==> src/wft_pkg.sv <==
package wft_pkg;

    localparam int CHAR_W  = 8;
    localparam int COUNT_W = 24;
    localparam int IDX_W   = 8;
    localparam int CAP_W   = 9;

    localparam logic [CAP_W-1:0]   CAP_RESET = 9'd256;
    localparam logic [COUNT_W-1:0] COUNT_MAX = 24'hFFFFFF;

    localparam logic [1:0] STAT_HIT  = 2'd0;
    localparam logic [1:0] STAT_NEW  = 2'd1;
    localparam logic [1:0] STAT_FULL = 2'd2;
    localparam logic [1:0] STAT_LONG = 2'd3;

    typedef enum logic [2:0] {
        ST_IDLE,
        ST_START,
        ST_META,
        ST_CHAR,
        ST_COPY
    } state_t;

    typedef struct packed {
        logic wr;
        logic rd;
    } buf_ctl_t;

    typedef struct packed {
        logic meta_wr;
        logic meta_rd;
        logic chr_wr;
        logic chr_rd;
    } tbl_ctl_t;

endpackage

==> src/wft_word_buf.sv <==
module wft_word_buf
    import wft_pkg::*;
#(
    parameter int MAX_WORD_LEN = 49
)
(
    input  logic                            clk,
    input  buf_ctl_t                        ctl,
    input  logic [$clog2(MAX_WORD_LEN)-1:0] wr_addr,
    input  logic [CHAR_W-1:0]               wr_data,
    input  logic [$clog2(MAX_WORD_LEN)-1:0] rd_addr,
    output logic [CHAR_W-1:0]               rd_data
);

    logic [CHAR_W-1:0] mem [MAX_WORD_LEN];
    logic [CHAR_W-1:0] rd_data_reg;

    always_ff @(posedge clk)
    begin
        if (ctl.wr)
        begin
            mem[wr_addr] <= wr_data;
        end
        if (ctl.rd)
        begin
            rd_data_reg <= mem[rd_addr];
        end
    end

    assign rd_data = rd_data_reg;

endmodule

==> config.mk <==
export PLATFORM = sky130hd
export DESIGN_NAME = wft_word_buf
export DESIGN_NICKNAME = d
export VERILOG_FILES = /design/src/wft_pkg.sv /design/src/wft_word_buf.sv
export SDC_FILE = /design/constraint.sdc
export NUM_CORES = 1
export LEC_CHECK = 0
export ABC_AREA = 1
export ABC_CLOCK_PERIOD_IN_PS = 1700
export BUFFER_PORTS_ARGS = -buffer_cell sky130_fd_sc_hd__clkbuf_2
export CORE_UTILIZATION = 44
export CTS_BUF_LIST = sky130_fd_sc_hd__clkbuf_4 sky130_fd_sc_hd__clkbuf_8 sky130_fd_sc_hd__clkbuf_16
export CTS_CLUSTER_DIAMETER = 200
export DETAILED_ROUTE_END_ITERATION = 8
export SLEW_MARGIN = 20
export SYNTH_ARGS = -nofsm -noshare
export SYNTH_HDL_FRONTEND = slang
export SYNTH_SLANG_ARGS = --single-unit
==> constraint.sdc <==
create_clock -name clk -period 1.7 [get_ports clk]
set_input_delay 0.085 -clock clk [delete_from_list [all_inputs] [get_ports clk]]
set_output_delay 0.085 -clock clk [all_outputs]
set_load 0.05 [all_outputs]
# Word-level counts from Yosys, hierarchy flattened
# Memories as Yosys holds them, arrays and structs flattened. A register that Yosys moved wholly into a read port is not among the register bits.
# Cells that the tools add are included.
[totals] ff_bits=0 ramBits=392 inputBits=23 output_inout_bits=8 word_cells=3 n_memories=1
[memory_table] memory="mem" words=49 width=8 read_ports=1 rd_ports_with_merged_regs=1 write_ports=1 line="wft_word_buf.sv:15" source="logic [CHAR_W-1:0] mem [MAX_WORD_LEN];"
[op_classes] n_mux=2
[op_table] operator="1-bit two-way mux" count=2

# Depth between registers and ports, before layout
[logic_depth] ltp_word=2 ltp_mapped=11 depth_no_buf=9

# Worst setup path after synthesis
# OpenSTA, ideal clock, no wires.
[synth_timing] kind="input -> register" start="in wr_addr[2]" end="mem mem[48][0], enable pin" setup_ns=0.380 arrival_time_ns=1.308 required_time_ns=1.320 slack_ns=0.012 cell_stages=4 n_path_buf=1 path_cell_list="or2_2 or2_2 clkbuf_1 nor4_2"
[synth_rtl] item="from (decl)" line="wft_word_buf.sv:9" source="input logic [$clog2(MAX_WORD_LEN)-1:0] wr_addr,"
[synth_rtl] item="to (decl)" line="wft_word_buf.sv:15"
# Straight into the memory's write port.

==> metrics.txt <==
DP Area=0.0176 sq mm; Routed WL per cell=20.3 microns; HP Class=input port to flop; Synth warnings=0; run status=finished, final reports clean; Crit path depth=8; number of antenna violations at the first check in global routing=0; min Tclk post-route=1420 ps; site row count=70; Routed Antenna Nets=0; Tot Pwr=20700 uW; critical path launch point type=flop; H-tree Lvls=2; sequential fraction of the synthesis area=0.737; Crit path largest cell delay=370 ps; router iterations before antenna repair=8; Via-to-Cell Ratio=5.38; worst-case clock skew=28.8 ps; Req. time, crit path=1990 ps; Hold WS=75.0 ps; Leakage=0.00694 uW; Area contributors post-synth=edfxtp_1 74%, nand2_1 11%, nand3_1 10%, nor2_1 1.3%, buf_2 1.3%; post-synth top area share=0.737; most used cell, CP=nand2_1; clk sink count=400; CP Cell Sequence=nand2_1 -> nand3_1 -> nand3_1 -> nand2_1 -> nand2_1 -> nand2_1 -> o21ai_1 -> nand2_1; Post-synth top cells=488 x nand2_1, 400 x edfxtp_1, 329 x nand3_1; Net count, final=1503; EDFF count, synth=400; GP Congestion=0.828; # Max-Cap Violations=0; Starting Density=0.446; final setup margin=278 ps; VDD IR max=0.853 mV; Inserted Clock Buffers=41; CTS tree=done; die height=194 microns; final worst-path cycle share=0.836; CP endpoint kind=flop; layout cells sized above 1=0.137; dpl hpwl=23700 microns; Synth area leader=edfxtp_1; Clock transition at path regs=60 ps; antenna cells=0; Post-CTS Repair Setup Buffers=0; fillers=3116; Slew @ Worst Pin=744 ps; DP Worst Slack=-35.5 ps; clk buf depth=3; count of pins over their slew limit=0; die area=0.0378 sq mm; CORE AREA=0.0365 sq mm; number of global-route vias before repair=10143; Tot GR Track Use=0.214; asr flop ratio synth=0; cell count after synthesis=1386; final setup TNS=0 ps; GRT overflow=0; FF-to-FF path depth=8; Max FO, Critical Path=1; Yosys reg bits=400; normalized max-slew margin=0.504; P per Cell Area=1100 mW/mm^2; crit path kind=flop to flop; post-CTS sizing=0; final setup fails=0; WL final=40100 microns; # port buffers=30; Die Width=194 microns; synthesized area=0.0163 sq mm; max reg flops=392; clk_lat worst skew=540 ps; CTS Hold Bufs=1; Avg Cell Area, Syn=11.8 sq um; Yosys cell types=17; most used flip-flop cell after synthesis=edfxtp_1; Final Cell Area=0.0188 sq mm; synthesis-to-finish area growth=15.7%; CP max stage cell=edfxtp_1; DRC viols=0; DRT iter0 DRCs=1032; Fin. Hold Viols=0; hold path depth=3; Buf+Inv Stages, Crit Path=0; RSZ-0062 raised after global routing=no; via count=10626; CP arrival=1710 ps; family with the most delay on the worst path=simple AND/OR/NAND/NOR gates; syn_nets=1409; clock root buffer=clkbuf_16; most common cell in the netlist=nand2_1; first-pass GRT wire length=61000 microns; top-level I/O count=31; Fmax=703 MHz; largest net degree at the start of global routing=88
==> worst paths after layout <==
check / slack [ps] / startpoint / end
worst max register to register: 280 / mem[18][5] / rd_data[5]
worst min register to register: 670 / mem[48][2] / rd_data[2]
worst max-delay path: 280 / mem[18][5] / rd_data[5]
worst min-delay path: 80 / wr_addr[3] / mem[48][2]
==> layout by cell type, fill, tap and decap left out <==
cell and instances:
buf_6 1, clkbuf_2 28, a21oi_1 3, nor2_1 57
edfxtp_1 400, clkinvlp_4 2, dlygate4sd3_1 1, clkinv_2 6
or2_2 6, nand4_1 4, nand2_1 488, clkinv_4 1
buf_12 17, clkbuf_16 42, nor4_1 1, inv_2 1
nor4_2 1, clkinv_8 1, buf_4 87, clkinv_1 7
o21ai_1 3, inv_1 8, inv_6 1, clkbuf_4 13
nand3_1 329
==> cells by family after synthesis <==
logic type	synth area share
AOI/OAI and AO/OA	0.00184
and+or+nand+nor	0.232
DFF	0.737
buffers and inverters	0.0290
==> per-stage QoR <==
stage               utilization  instances
floorplan                     -       1386
global placement          0.482       1904
detailed placement        0.482       1904
CTS                       0.516       1976
global route              0.516       1976
finish                    0.516       1976
==> layout make-up <==
type,count,area (sq um),area share
Clock buffer,55,1150,0.0610
Clock inverter,16,92.6,0.00491
Inverter,11,46.3,0.00246
Multi-Input combinational cell,892,3800,0.202
Sequential cell,400,12000,0.637
Tap cell,468,586,0.0311
Timing Repair Buffer,134,1150,0.0613
==> report_power, final <==
group          switching [uW]  internal [uW]  leakage (uW)
Sequential               32.0          10900       0.00361
Combinational             983            399       0.00271
Clock                    3570           4750      0.000622
Total                    4590          16100       0.00694
==> worst register-to-register path: stages (launching register included) <==
cell      delay, ps
edfxtp_1        370
nand2_1          70
nand3_1         100
nand3_1         150
nand2_1          90
nand2_1          70
nand2_1          50
o21ai_1         200
nand2_1          90
==> metal layers <==
| layer | wire, microns | track usage | part of all wire |
|---|---|---|---|
| met3 | 2440 | 0.0342 | 0.061 |
| met2 | 19200 | 0.349 | 0.48 |
| met4 | 988 | 0.0688 | 0.025 |
| met5 | 0 | 0 | 0 |
| met1 | 17400 | 0.295 | 0.44 |
Power figures use the tool's default switching activity.
