### src/wft_pkg.sv
package wft_pkg;

    localparam int CHAR_W  = 8;
    localparam int COUNT_W = 24;
    localparam int IDX_W   = 8;
    localparam int CAP_W   = 9;

    localparam logic [CAP_W-1:0]   CAP_RESET = 9'd256;
    localparam logic [COUNT_W-1:0] COUNT_MAX = 24'hFFFFFF;

    localparam logic [1:0] STAT_HIT  = 2'd0;
    localparam logic [1:0] STAT_NEW  = 2'd1;
    localparam logic [1:0] STAT_FULL = 2'd2;
    localparam logic [1:0] STAT_LONG = 2'd3;

    typedef enum logic [2:0] {
        ST_IDLE,
        ST_START,
        ST_META,
        ST_CHAR,
        ST_COPY
    } state_t;

    typedef struct packed {
        logic wr;
        logic rd;
    } buf_ctl_t;

    typedef struct packed {
        logic meta_wr;
        logic meta_rd;
        logic chr_wr;
        logic chr_rd;
    } tbl_ctl_t;

endpackage

### src/wft_ctrl.sv
module wft_ctrl
    import wft_pkg::*;
#(
    parameter int MAX_ENTRIES  = 256,
    parameter int MAX_WORD_LEN = 49
)
(
    input  logic                               clk,
    input  logic                               rst_n,
    input  logic                               start,
    input  logic [CHAR_W-1:0]                  char_code,
    input  logic                               last_char,
    output logic                               busy,
    input  logic [CAP_W-1:0]                   capacity,
    output buf_ctl_t                           buf_ctl,
    output logic [$clog2(MAX_WORD_LEN)-1:0]    buf_wr_addr,
    output logic [CHAR_W-1:0]                  buf_wr_data,
    output logic [$clog2(MAX_WORD_LEN)-1:0]    buf_rd_addr,
    input  logic [CHAR_W-1:0]                  buf_rd_data,
    output tbl_ctl_t                           tbl_ctl,
    output logic [$clog2(MAX_ENTRIES)-1:0]     tbl_slot,
    output logic [$clog2(MAX_WORD_LEN)-1:0]    tbl_pos,
    output logic [CHAR_W-1:0]                  chr_wr_data,
    input  logic [CHAR_W-1:0]                  chr_rd_data,
    output logic [$clog2(MAX_WORD_LEN+1)-1:0]  meta_wr_len,
    output logic [COUNT_W-1:0]                 meta_wr_count,
    input  logic [$clog2(MAX_WORD_LEN+1)-1:0]  meta_rd_len,
    input  logic [COUNT_W-1:0]                 meta_rd_count,
    output logic                               done,
    output logic [IDX_W-1:0]                   entry_index,
    output logic [COUNT_W-1:0]                 word_count,
    output logic [1:0]                         status
);

    localparam int SW = $clog2(MAX_ENTRIES);
    localparam int UW = $clog2(MAX_ENTRIES + 1);
    localparam int KW = $clog2(MAX_WORD_LEN);
    localparam int LW = $clog2(MAX_WORD_LEN + 1);
    localparam int CW = (UW > CAP_W) ? UW : CAP_W;

    state_t state_reg, state_next;

    logic [LW-1:0]      wl_reg, wl_next;
    logic               over_reg, over_next;
    logic [UW-1:0]      used_reg, used_next;
    logic [SW-1:0]      slot_reg, slot_next;
    logic [KW-1:0]      k_reg, k_next;
    logic               done_reg, done_next;
    logic [IDX_W-1:0]   idx_reg, idx_next;
    logic [COUNT_W-1:0] cnt_reg, cnt_next;
    logic [1:0]         stat_reg, stat_next;

    logic               accept;
    logic               room;
    logic               long_word;
    logic               used_zero;
    logic               can_insert;
    logic               slot_more;
    logic               len_eq;
    logic               chr_eq;
    logic               k_last;
    logic               go_miss;
    logic [COUNT_W-1:0] cnt_sat;
    logic [SW+IDX_W-1:0] slot_ext;
    logic [SW-1:0]      slot_inc;
    logic [KW-1:0]      k_inc;

    assign accept     = start && (state_reg == ST_IDLE);
    assign room       = wl_reg < LW'(MAX_WORD_LEN);
    assign long_word  = over_reg || !room;
    assign used_zero  = used_reg == '0;
    assign can_insert = (CW'(used_reg) < CW'(capacity)) && (used_reg < UW'(MAX_ENTRIES));
    assign slot_more  = (UW'(slot_reg) + UW'(1)) < used_reg;
    assign len_eq     = meta_rd_len == wl_reg;
    assign chr_eq     = chr_rd_data == buf_rd_data;
    assign k_last     = (LW'(k_reg) + LW'(1)) == wl_reg;
    assign cnt_sat    = (meta_rd_count == COUNT_MAX) ? meta_rd_count
                                                     : meta_rd_count + COUNT_W'(1);
    assign slot_ext   = {{IDX_W{1'b0}}, slot_reg};
    assign slot_inc   = slot_reg + SW'(1);
    assign k_inc      = k_reg + KW'(1);

    always_comb
    begin
        state_next = state_reg;
        case (state_reg)
            ST_IDLE:
            begin
                if (accept && last_char && !long_word)
                begin
                    state_next = ST_START;
                end
            end
            ST_START:
            begin
                if (!used_zero)
                begin
                    state_next = ST_META;
                end
                else
                begin
                    state_next = can_insert ? ST_COPY : ST_IDLE;
                end
            end
            ST_META:
            begin
                if (len_eq)
                begin
                    state_next = ST_CHAR;
                end
                else if (!slot_more)
                begin
                    state_next = can_insert ? ST_COPY : ST_IDLE;
                end
            end
            ST_CHAR:
            begin
                if (chr_eq)
                begin
                    if (k_last)
                    begin
                        state_next = ST_IDLE;
                    end
                end
                else if (slot_more)
                begin
                    state_next = ST_META;
                end
                else
                begin
                    state_next = can_insert ? ST_COPY : ST_IDLE;
                end
            end
            ST_COPY:
            begin
                if (k_last)
                begin
                    state_next = ST_IDLE;
                end
            end
            default:
            begin
                state_next = ST_IDLE;
            end
        endcase
    end

    always_comb
    begin
        wl_next       = wl_reg;
        over_next     = over_reg;
        used_next     = used_reg;
        slot_next     = slot_reg;
        k_next        = k_reg;
        done_next     = 1'b0;
        idx_next      = idx_reg;
        cnt_next      = cnt_reg;
        stat_next     = stat_reg;
        go_miss       = 1'b0;
        buf_ctl       = '0;
        tbl_ctl       = '0;
        buf_wr_addr   = wl_reg[KW-1:0];
        buf_wr_data   = char_code;
        buf_rd_addr   = k_reg;
        tbl_slot      = slot_reg;
        tbl_pos       = k_reg;
        chr_wr_data   = buf_rd_data;
        meta_wr_len   = wl_reg;
        meta_wr_count = cnt_sat;

        case (state_reg)
            ST_IDLE:
            begin
                if (accept)
                begin
                    buf_ctl.wr = room;
                    over_next  = over_reg || !room;
                    if (room)
                    begin
                        wl_next = wl_reg + LW'(1);
                    end
                    if (last_char)
                    begin
                        slot_next = '0;
                        k_next    = '0;
                        if (long_word)
                        begin
                            done_next = 1'b1;
                            idx_next  = '0;
                            cnt_next  = '0;
                            stat_next = STAT_LONG;
                            wl_next   = '0;
                            over_next = 1'b0;
                        end
                    end
                end
            end
            ST_START:
            begin
                if (!used_zero)
                begin
                    tbl_ctl.meta_rd = 1'b1;
                end
                else
                begin
                    go_miss = 1'b1;
                end
            end
            ST_META:
            begin
                if (len_eq)
                begin
                    tbl_ctl.chr_rd = 1'b1;
                    buf_ctl.rd     = 1'b1;
                    tbl_pos        = '0;
                    buf_rd_addr    = '0;
                    k_next         = '0;
                end
                else if (slot_more)
                begin
                    tbl_ctl.meta_rd = 1'b1;
                    tbl_slot        = slot_inc;
                    slot_next       = slot_inc;
                end
                else
                begin
                    go_miss = 1'b1;
                end
            end
            ST_CHAR:
            begin
                if (chr_eq)
                begin
                    if (k_last)
                    begin
                        tbl_ctl.meta_wr = 1'b1;
                        done_next       = 1'b1;
                        idx_next        = slot_ext[IDX_W-1:0];
                        cnt_next        = cnt_sat;
                        stat_next       = STAT_HIT;
                        wl_next         = '0;
                    end
                    else
                    begin
                        tbl_ctl.chr_rd = 1'b1;
                        buf_ctl.rd     = 1'b1;
                        tbl_pos        = k_inc;
                        buf_rd_addr    = k_inc;
                        k_next         = k_inc;
                    end
                end
                else if (slot_more)
                begin
                    tbl_ctl.meta_rd = 1'b1;
                    tbl_slot        = slot_inc;
                    slot_next       = slot_inc;
                end
                else
                begin
                    go_miss = 1'b1;
                end
            end
            ST_COPY:
            begin
                // buffer byte k arrived this cycle, byte k+1 is fetched alongside
                tbl_ctl.chr_wr = 1'b1;
                if (k_last)
                begin
                    tbl_ctl.meta_wr = 1'b1;
                    meta_wr_count   = COUNT_W'(1);
                    used_next       = used_reg + UW'(1);
                    done_next       = 1'b1;
                    idx_next        = slot_ext[IDX_W-1:0];
                    cnt_next        = COUNT_W'(1);
                    stat_next       = STAT_NEW;
                    wl_next         = '0;
                end
                else
                begin
                    buf_ctl.rd  = 1'b1;
                    buf_rd_addr = k_inc;
                    k_next      = k_inc;
                end
            end
            default:
            begin
                wl_next = '0;
            end
        endcase

        // no entry matched: append when there is room, else drop
        if (go_miss)
        begin
            if (can_insert)
            begin
                buf_ctl.rd  = 1'b1;
                buf_rd_addr = '0;
                k_next      = '0;
                slot_next   = used_reg[SW-1:0];
            end
            else
            begin
                done_next = 1'b1;
                idx_next  = '0;
                cnt_next  = '0;
                stat_next = STAT_FULL;
                wl_next   = '0;
            end
        end
    end

    always_ff @(posedge clk or negedge rst_n)
    begin
        if (!rst_n)
        begin
            state_reg <= ST_IDLE;
            wl_reg    <= '0;
            over_reg  <= 1'b0;
            used_reg  <= '0;
            done_reg  <= 1'b0;
        end
        else
        begin
            state_reg <= state_next;
            wl_reg    <= wl_next;
            over_reg  <= over_next;
            used_reg  <= used_next;
            done_reg  <= done_next;
        end
    end

    always_ff @(posedge clk)
    begin
        slot_reg <= slot_next;
        k_reg    <= k_next;
        idx_reg  <= idx_next;
        cnt_reg  <= cnt_next;
        stat_reg <= stat_next;
    end

    assign busy        = state_reg != ST_IDLE;
    assign done        = done_reg;
    assign entry_index = idx_reg;
    assign word_count  = cnt_reg;
    assign status      = stat_reg;

endmodule

### config.mk
export PLATFORM = sky130hd
export DESIGN_NAME = wft_ctrl
export DESIGN_NICKNAME = d
export VERILOG_FILES = /design/src/wft_pkg.sv /design/src/wft_ctrl.sv
export SDC_FILE = /design/constraint.sdc
export NUM_CORES = 1
export LEC_CHECK = 0
export BUFFER_PORTS_ARGS = -buffer_cell sky130_fd_sc_hd__buf_2
export CORE_ASPECT_RATIO = 1.75
export CORE_UTILIZATION = 47
export DETAILED_ROUTE_END_ITERATION = 8
export GPL_TIMING_DRIVEN = 1
export MAX_ROUTING_LAYER = met4
export PLACE_DENSITY = 0.74
export SLEW_MARGIN = 20
export SYNTH_ARGS = -nofsm -noshare
export SYNTH_HDL_FRONTEND = slang
export SYNTH_SLANG_ARGS = --single-unit
export TNS_END_PERCENT = 1
### constraint.sdc
create_clock -name clk -period 4.7 [get_ports clk]
set_clock_uncertainty 0.15 [all_clocks]
set_input_delay 1.41 -clock clk [delete_from_list [all_inputs] [get_ports clk]]
set_output_delay 1.41 -clock clk [all_outputs]
set_load 0.02 [all_outputs]
## Word-level counts from Yosys, hierarchy flattened

Cells that the tools add are included.

| operators by class | value |
|---|---|
| muxes and demuxes | 98 |
| equality and inequality tests | 10 |
| $add $sub $neg | 6 |
| reductions and logical operators | 14 |
| magnitude comparators | 4 |

Operators with widths:

| kind | count |
|---|---|
| $mux W24 | 11 |
| $mux W8 | 14 |
| $mux W6 | 17 |
| $pmux W24 S3 | 1 |
| $pmux W6 S4 | 2 |
| $pmux W8 S3 | 2 |
| $add A24 B1 Y24 const B | 1 |
| $eq A24 B24 Y1 const B | 1 |
| $mux W1 | 24 |
| $mux W3 | 8 |
| $lt A9 B9 Y1 | 2 |
| $pmux W6 S3 | 1 |
| $mux W2 | 8 |
| $pmux W8 S2 | 1 |
| $pmux W3 S5 | 1 |
| $add A6 B1 Y6 const B | 2 |
| $eq A6 B6 Y1 | 2 |
| $pmux W1 S3 | 4 |
| $pmux W6 S2 | 1 |
| $add A8 B1 Y9 const B | 1 |
| $add A9 B1 Y9 const B | 1 |
| $logic_not A9 Y1 | 1 |
| $lt A9 B9 Y1 const B | 1 |
| $add A8 B1 Y8 const B | 1 |
| other kinds (16) | 24 |

| word-level totals | value |
|---|---|
| output and inout port bits | 114 |
| word-level logic and storage cells | 142 |
| bits of input ports | 67 |
| register bits | 68 |

## Logic depth before layout (Yosys ltp)

| depth | value |
|---|---|
| word-level depth | 9 |
| depth in mapped cells | 13 |
| depth with buffers taken out | 11 |

## Least setup slack after synthesis

OpenSTA, ideal clock, no wires.

| path | value |
|---|---|
| path kind | register to output |
| from | register slot_reg[2] |
| to | output port buf_rd_addr[0] |
| buffers on the path | 2 |
| data required time | 3.140 ns |
| stages on the path, launching flop included | 14 |
| setup slack | -0.174 ns |
| arrival time | 3.314 ns |
| path through | dfxtp_1 -> clkbuf_1 -> nand3_1 -> nor2_1 -> and3_1 -> xor2_1 -> ha_1 -> a21o_1 -> a221oi_1 -> nand3_1 -> o221ai_4 -> nand2_2 -> buf_6 -> a211oi_1 |

| on the way | value |
|---|---|
| longest elaborated chain between the ends | 6 |
| elaborated cells between the ends (all ways) | 7 |
| classes of those cells | add/sub (1); order compare (1); mux (5) |

RTL lines:

| item | line | text |
|---|---|---|
| from (decl) | wft_ctrl.sv:46 | `logic [SW-1:0] slot_reg, slot_next;` |
| from (signal assigned) | wft_ctrl.sv:334 | `slot_reg <= slot_next;` |
| $add A8 B1 Y9 * | wft_ctrl.sv:73 | `assign slot_more = (UW'(slot_reg) + UW'(1)) < used_reg;` |
| $lt A9 B9 Y1 * | wft_ctrl.sv:73 |  |
| $mux W1 * | wft_ctrl.sv:219, wft_ctrl.sv:252 |  |
| $mux W1, on equally long branches | wft_ctrl.sv:232, wft_ctrl.sv:211 |  |
| $pmux W1 S3 * | wft_ctrl.sv:171 | `case (state_reg)` |
| $mux W6 * | wft_ctrl.sv:292 | `if (go_miss)` |
| to (decl) | wft_ctrl.sv:18 | `output logic [$clog2(MAX_WORD_LEN)-1:0] buf_rd_addr,` |

Every way passes the cells marked *; elsewhere a longest branch is shown, timed or not.

## Final worst setup path

| path | value |
|---|---|
| from | input port meta_rd_count[5] |
| to | output port meta_wr_count[23] |

| on the way | value |
|---|---|
| longest elaborated chain between the ends | 4 |
| elaborated cells between the ends (all ways) | 5 |
| classes of those cells | add/sub (1); eq/ne (1); mux (3) |

RTL lines:

| item | line | text |
|---|---|---|
| from (decl) | wft_ctrl.sv:28 | `input logic [COUNT_W-1:0] meta_rd_count,` |
| $add A24 B1 Y24 / $eq A24 B24 Y1 (equally long branches) | wft_ctrl.sv:78, wft_ctrl.sv:77 |  |
| $mux W24 * | wft_ctrl.sv:77 | `assign cnt_sat = (meta_rd_count == COUNT_MAX) ? meta_rd_count` |
| $mux W24 | wft_ctrl.sv:267 | `if (k_last)` |
| $mux W24 * | wft_ctrl.sv:171 |  |
| to (decl) | wft_ctrl.sv:26 | `output logic [COUNT_W-1:0] meta_wr_count,` |

Marked as above.

==> results.md <==
- Die Ht: 148 um
- Seq pwr share: 23.6%
- Total grt overflow: 0
- Num CTS Buffers: 9
- Leak Pwr: 3.51 nW
- Tot Pwr: 3.82 mW
- Final Cell Area: 0.00777 mm^2
- Worst Tran Pin Value: 0.760 ns
- Synth area leaders: dfxtp_1, dfrtp_1, xnor2_1, ha_1, nor2_1
- Core area: 0.0117 mm^2
- Routed vias: 6,275
- Crit-path cells: buf_2 > and4_4 > nand3_4 > or4_4 > buf_6 > o31a_1 > o21a_1 > buf_2
- Synth Warn #: 0
- CTS tree: yes
- Post-synthesis sequential area ratio: 25.6%
- Slowest stage delay, CP: 0.55 ns
- Crit path max fanout: 8
- Largest area contributor in the netlist: dfxtp_1
- Post-synth EDFFs: 0
- Final min period: 4.72 ns
- Clock power frac: 17.8%
- Final Hold Viols: 0
- Switching part of the total power: 46.4%
- Synth-to-layout area growth: 36.3%
- Worst-path clk slew: 0.06 ns
- Crit end category: output pin
- Worst Hold Class: register to register
- Final setup vio count: 2
- IO Port Bufs: 164
- Clock Latency Late Sink: 0.34 ns
- Cell count after synthesis: 709
- Critical path's slowest cell: or4_4
- Clock sinks: 68
- Max reg flops: 24
- Clock H-tree levels: 3
- GPL Wtd Cong: 0.993
- # IOs: 181
- Most common cell after layout, fill and taps aside: buf_2
- Mean Syn Cell Area: 8.05 um^2
- Max VDD drop: 0.233 mV
- Share of layout cells above drive strength 1: 40.5%
- CP top delay family: simple AND/OR/NAND/NOR gates
- Antenna Nets Post-Route: 0
- Pre-antenna DRT Iters: 5
- Outcome: complete, but fails checks
- Final worst path period share: 100%
- Post-synthesis cell type count: 77
- DP Area: 0.00698 mm^2
- Hold Buf Count CTS: 0
- Setup ws final: -0.0224 ns
- Largest net degree at the start of global routing: 33
- Slew HR: 49.1%
- Fin nets: 1,005
- RSZ-0062 raised after global routing: true
- P_sw: 1.77 mW
- DRT iter0 DRCs: 279
- Async SR Flop Fraction: 29.4%
- Pins Over Slew Limit: 0
- Via density: 5.95
- Worst path bufs/invs: 3
- Worst Path Arrival: 3.16 ns
- First-pass GRT wire length: 29,300 um
- CTS max path bufs: 2
- Total track usage: 30.6%
- Combinational Power Share: 58.6%
- Internal: 2.05 mW
- Pwr Density: 492 mW/mm^2
- Site Rows: 52
- Root Driver: clkbuf_16
- Max-cap viol count: 0
- Die area: 0.0126 mm^2
- CP Class: input pin to output pin
- Post-synthesis register bit count: 68
- Leading cell types in the layout, fill and taps excluded: buf_2, buf_4, nor2_1
- Post-Route WL: 19,100 um
- Post-synth top area share: 16.8%
- Chip Width: 85.3 um
- WL/cell: 18.1 um
- Crit path required time: 3.14 ns
- Mapped Nets: 799
- Failing checks: negative setup slack
- Antenna violations before repair: 0
- Vias in the first global route: 6,073
- Antenna diode count: 0
- Post-DP HPWL: 14,300 um
- DRC violations left: 0
- CP most frequent cell: buf_2
- Critical path startpoint category: input pin
- Syn Std Cell Area: 0.00571 mm^2
- Synth Flop Type: dfxtp_1
- Starting Density: 48.7%
- FMAX: 212 MHz
==> cells in the mapped netlist (5+ instances only) <==
cell type  count
nor2_1        65
nand2_1       55
dfxtp_1       48
xnor2_1       40
a21oi_1       36
inv_1         28
nand3_1       27
a31oi_1       26
buf_2         25
buf_4         25
o21ai_0       25
ha_1          23
dfrtp_1       20
and3_1        15
nor3_1        15
o21a_1        15
xor2_1        14
a211oi_1      12
a22oi_1       12
clkbuf_1      11
nand4_1       11
a2bb2oi_1     10
o21ai_1       10
a21oi_2        8
o31ai_1        8
and2_1         7
and4_1         7
nand2b_1       7
nor3_2         7
nor4_1         7
o211ai_1       6
a21o_1         5
==> worst paths after layout <==
kind                             startpoint  cells past startpoint  slack (ns)           endpoint
setup / recovery           meta_rd_count[5]                      8       -0.02  meta_wr_count[23]
hold / removal               word_count[19]                      2        0.31     word_count[19]
setup reg to reg                slot_reg[0]                     15        1.37     buf_wr_addr[2]
hold reg to reg              word_count[19]                      2        0.31     word_count[19]
max in group asynchronous             rst_n                      1        3.16        used_reg[4]
min in group asynchronous             rst_n                      1        0.88     buf_wr_addr[4]
==> worst register-to-register path: cells and delay by family (launching register included) <==
family,cells,cell delay (ns)
AOI/OAI and AO/OA,4,0.61
adders and majority gates,2,0.45
buffers and inverters,4,0.70
DFF,1,0.37
and+or+nand+nor,5,0.91
==> metrics by stage <==
step / hold WS (ns) / TNS [ns] / utilization [%] / cells / worst slack (ns)
after floorplan: 0.335 / -0.522 / - / 709 / -0.113
after global placement: 0.286 / -0.133 / 59.6 / 1030 / -0.0605
after detailed placement: 0.293 / -0.206 / 59.6 / 1030 / -0.0769
after CTS: 0.304 / -0.0569 / 63.3 / 1049 / -0.0216
after global routing: 0.318 / -0.857 / 66.4 / 1055 / -0.104
final: 0.305 / -0.0256 / 66.4 / 1055 / -0.0224
==> per-layer routing <==
metal  routed length [um]  up-vias  global-route usage [%]
li1                     -     2972                       -
met1                 6940     2946                    29.9
met3                 1030       76                    5.03
met4                 1010        0                    20.2
met2                10100      281                    55.0
met5                    0        -                       -
==> layout make-up <==
class	count	area [um^2]
Multi-Input combinational cell	547	4080
Fill cell	1026	3940
Inverter	29	109
Timing Repair Buffer	260	1650
Tap cell	135	169
Sequential cell	68	1470
Clock buffer	11	264
Clock inverter	5	32.5
==> kinds of logic after synthesis <==
kind of cell | count (synthesis) | share of synthesized area (%)
DFF | 68 | 25.6
xor gates and xnor gates | 57 | 9.74
and+or+nand+nor | 256 | 24.3
buffers and inverters | 95 | 8.99
adders and majority gates | 23 | 5.04
AOI/OAI and AO/OA | 206 | 25.6
muxes | 4 | 0.702
==> power by group through the flow <==
stage	logic [mW]	clock network [mW]	registers, mW
after global placement	2.00	0	0.892
final	2.24	0.681	0.901
after CTS	2.11	0.687	0.888
after floorplan	1.41	0	0.860
after detailed placement	2.02	0	0.897
after global routing	2.41	0.707	0.921
==> what timing repair did <==
item,in CTS,in global routing
setup endpoints to repair,21,27
resized for setup,28,62
pin swaps,7,26
gates cloned,1,1
setup buffers,2,5
Power figures use the tool's default switching activity.
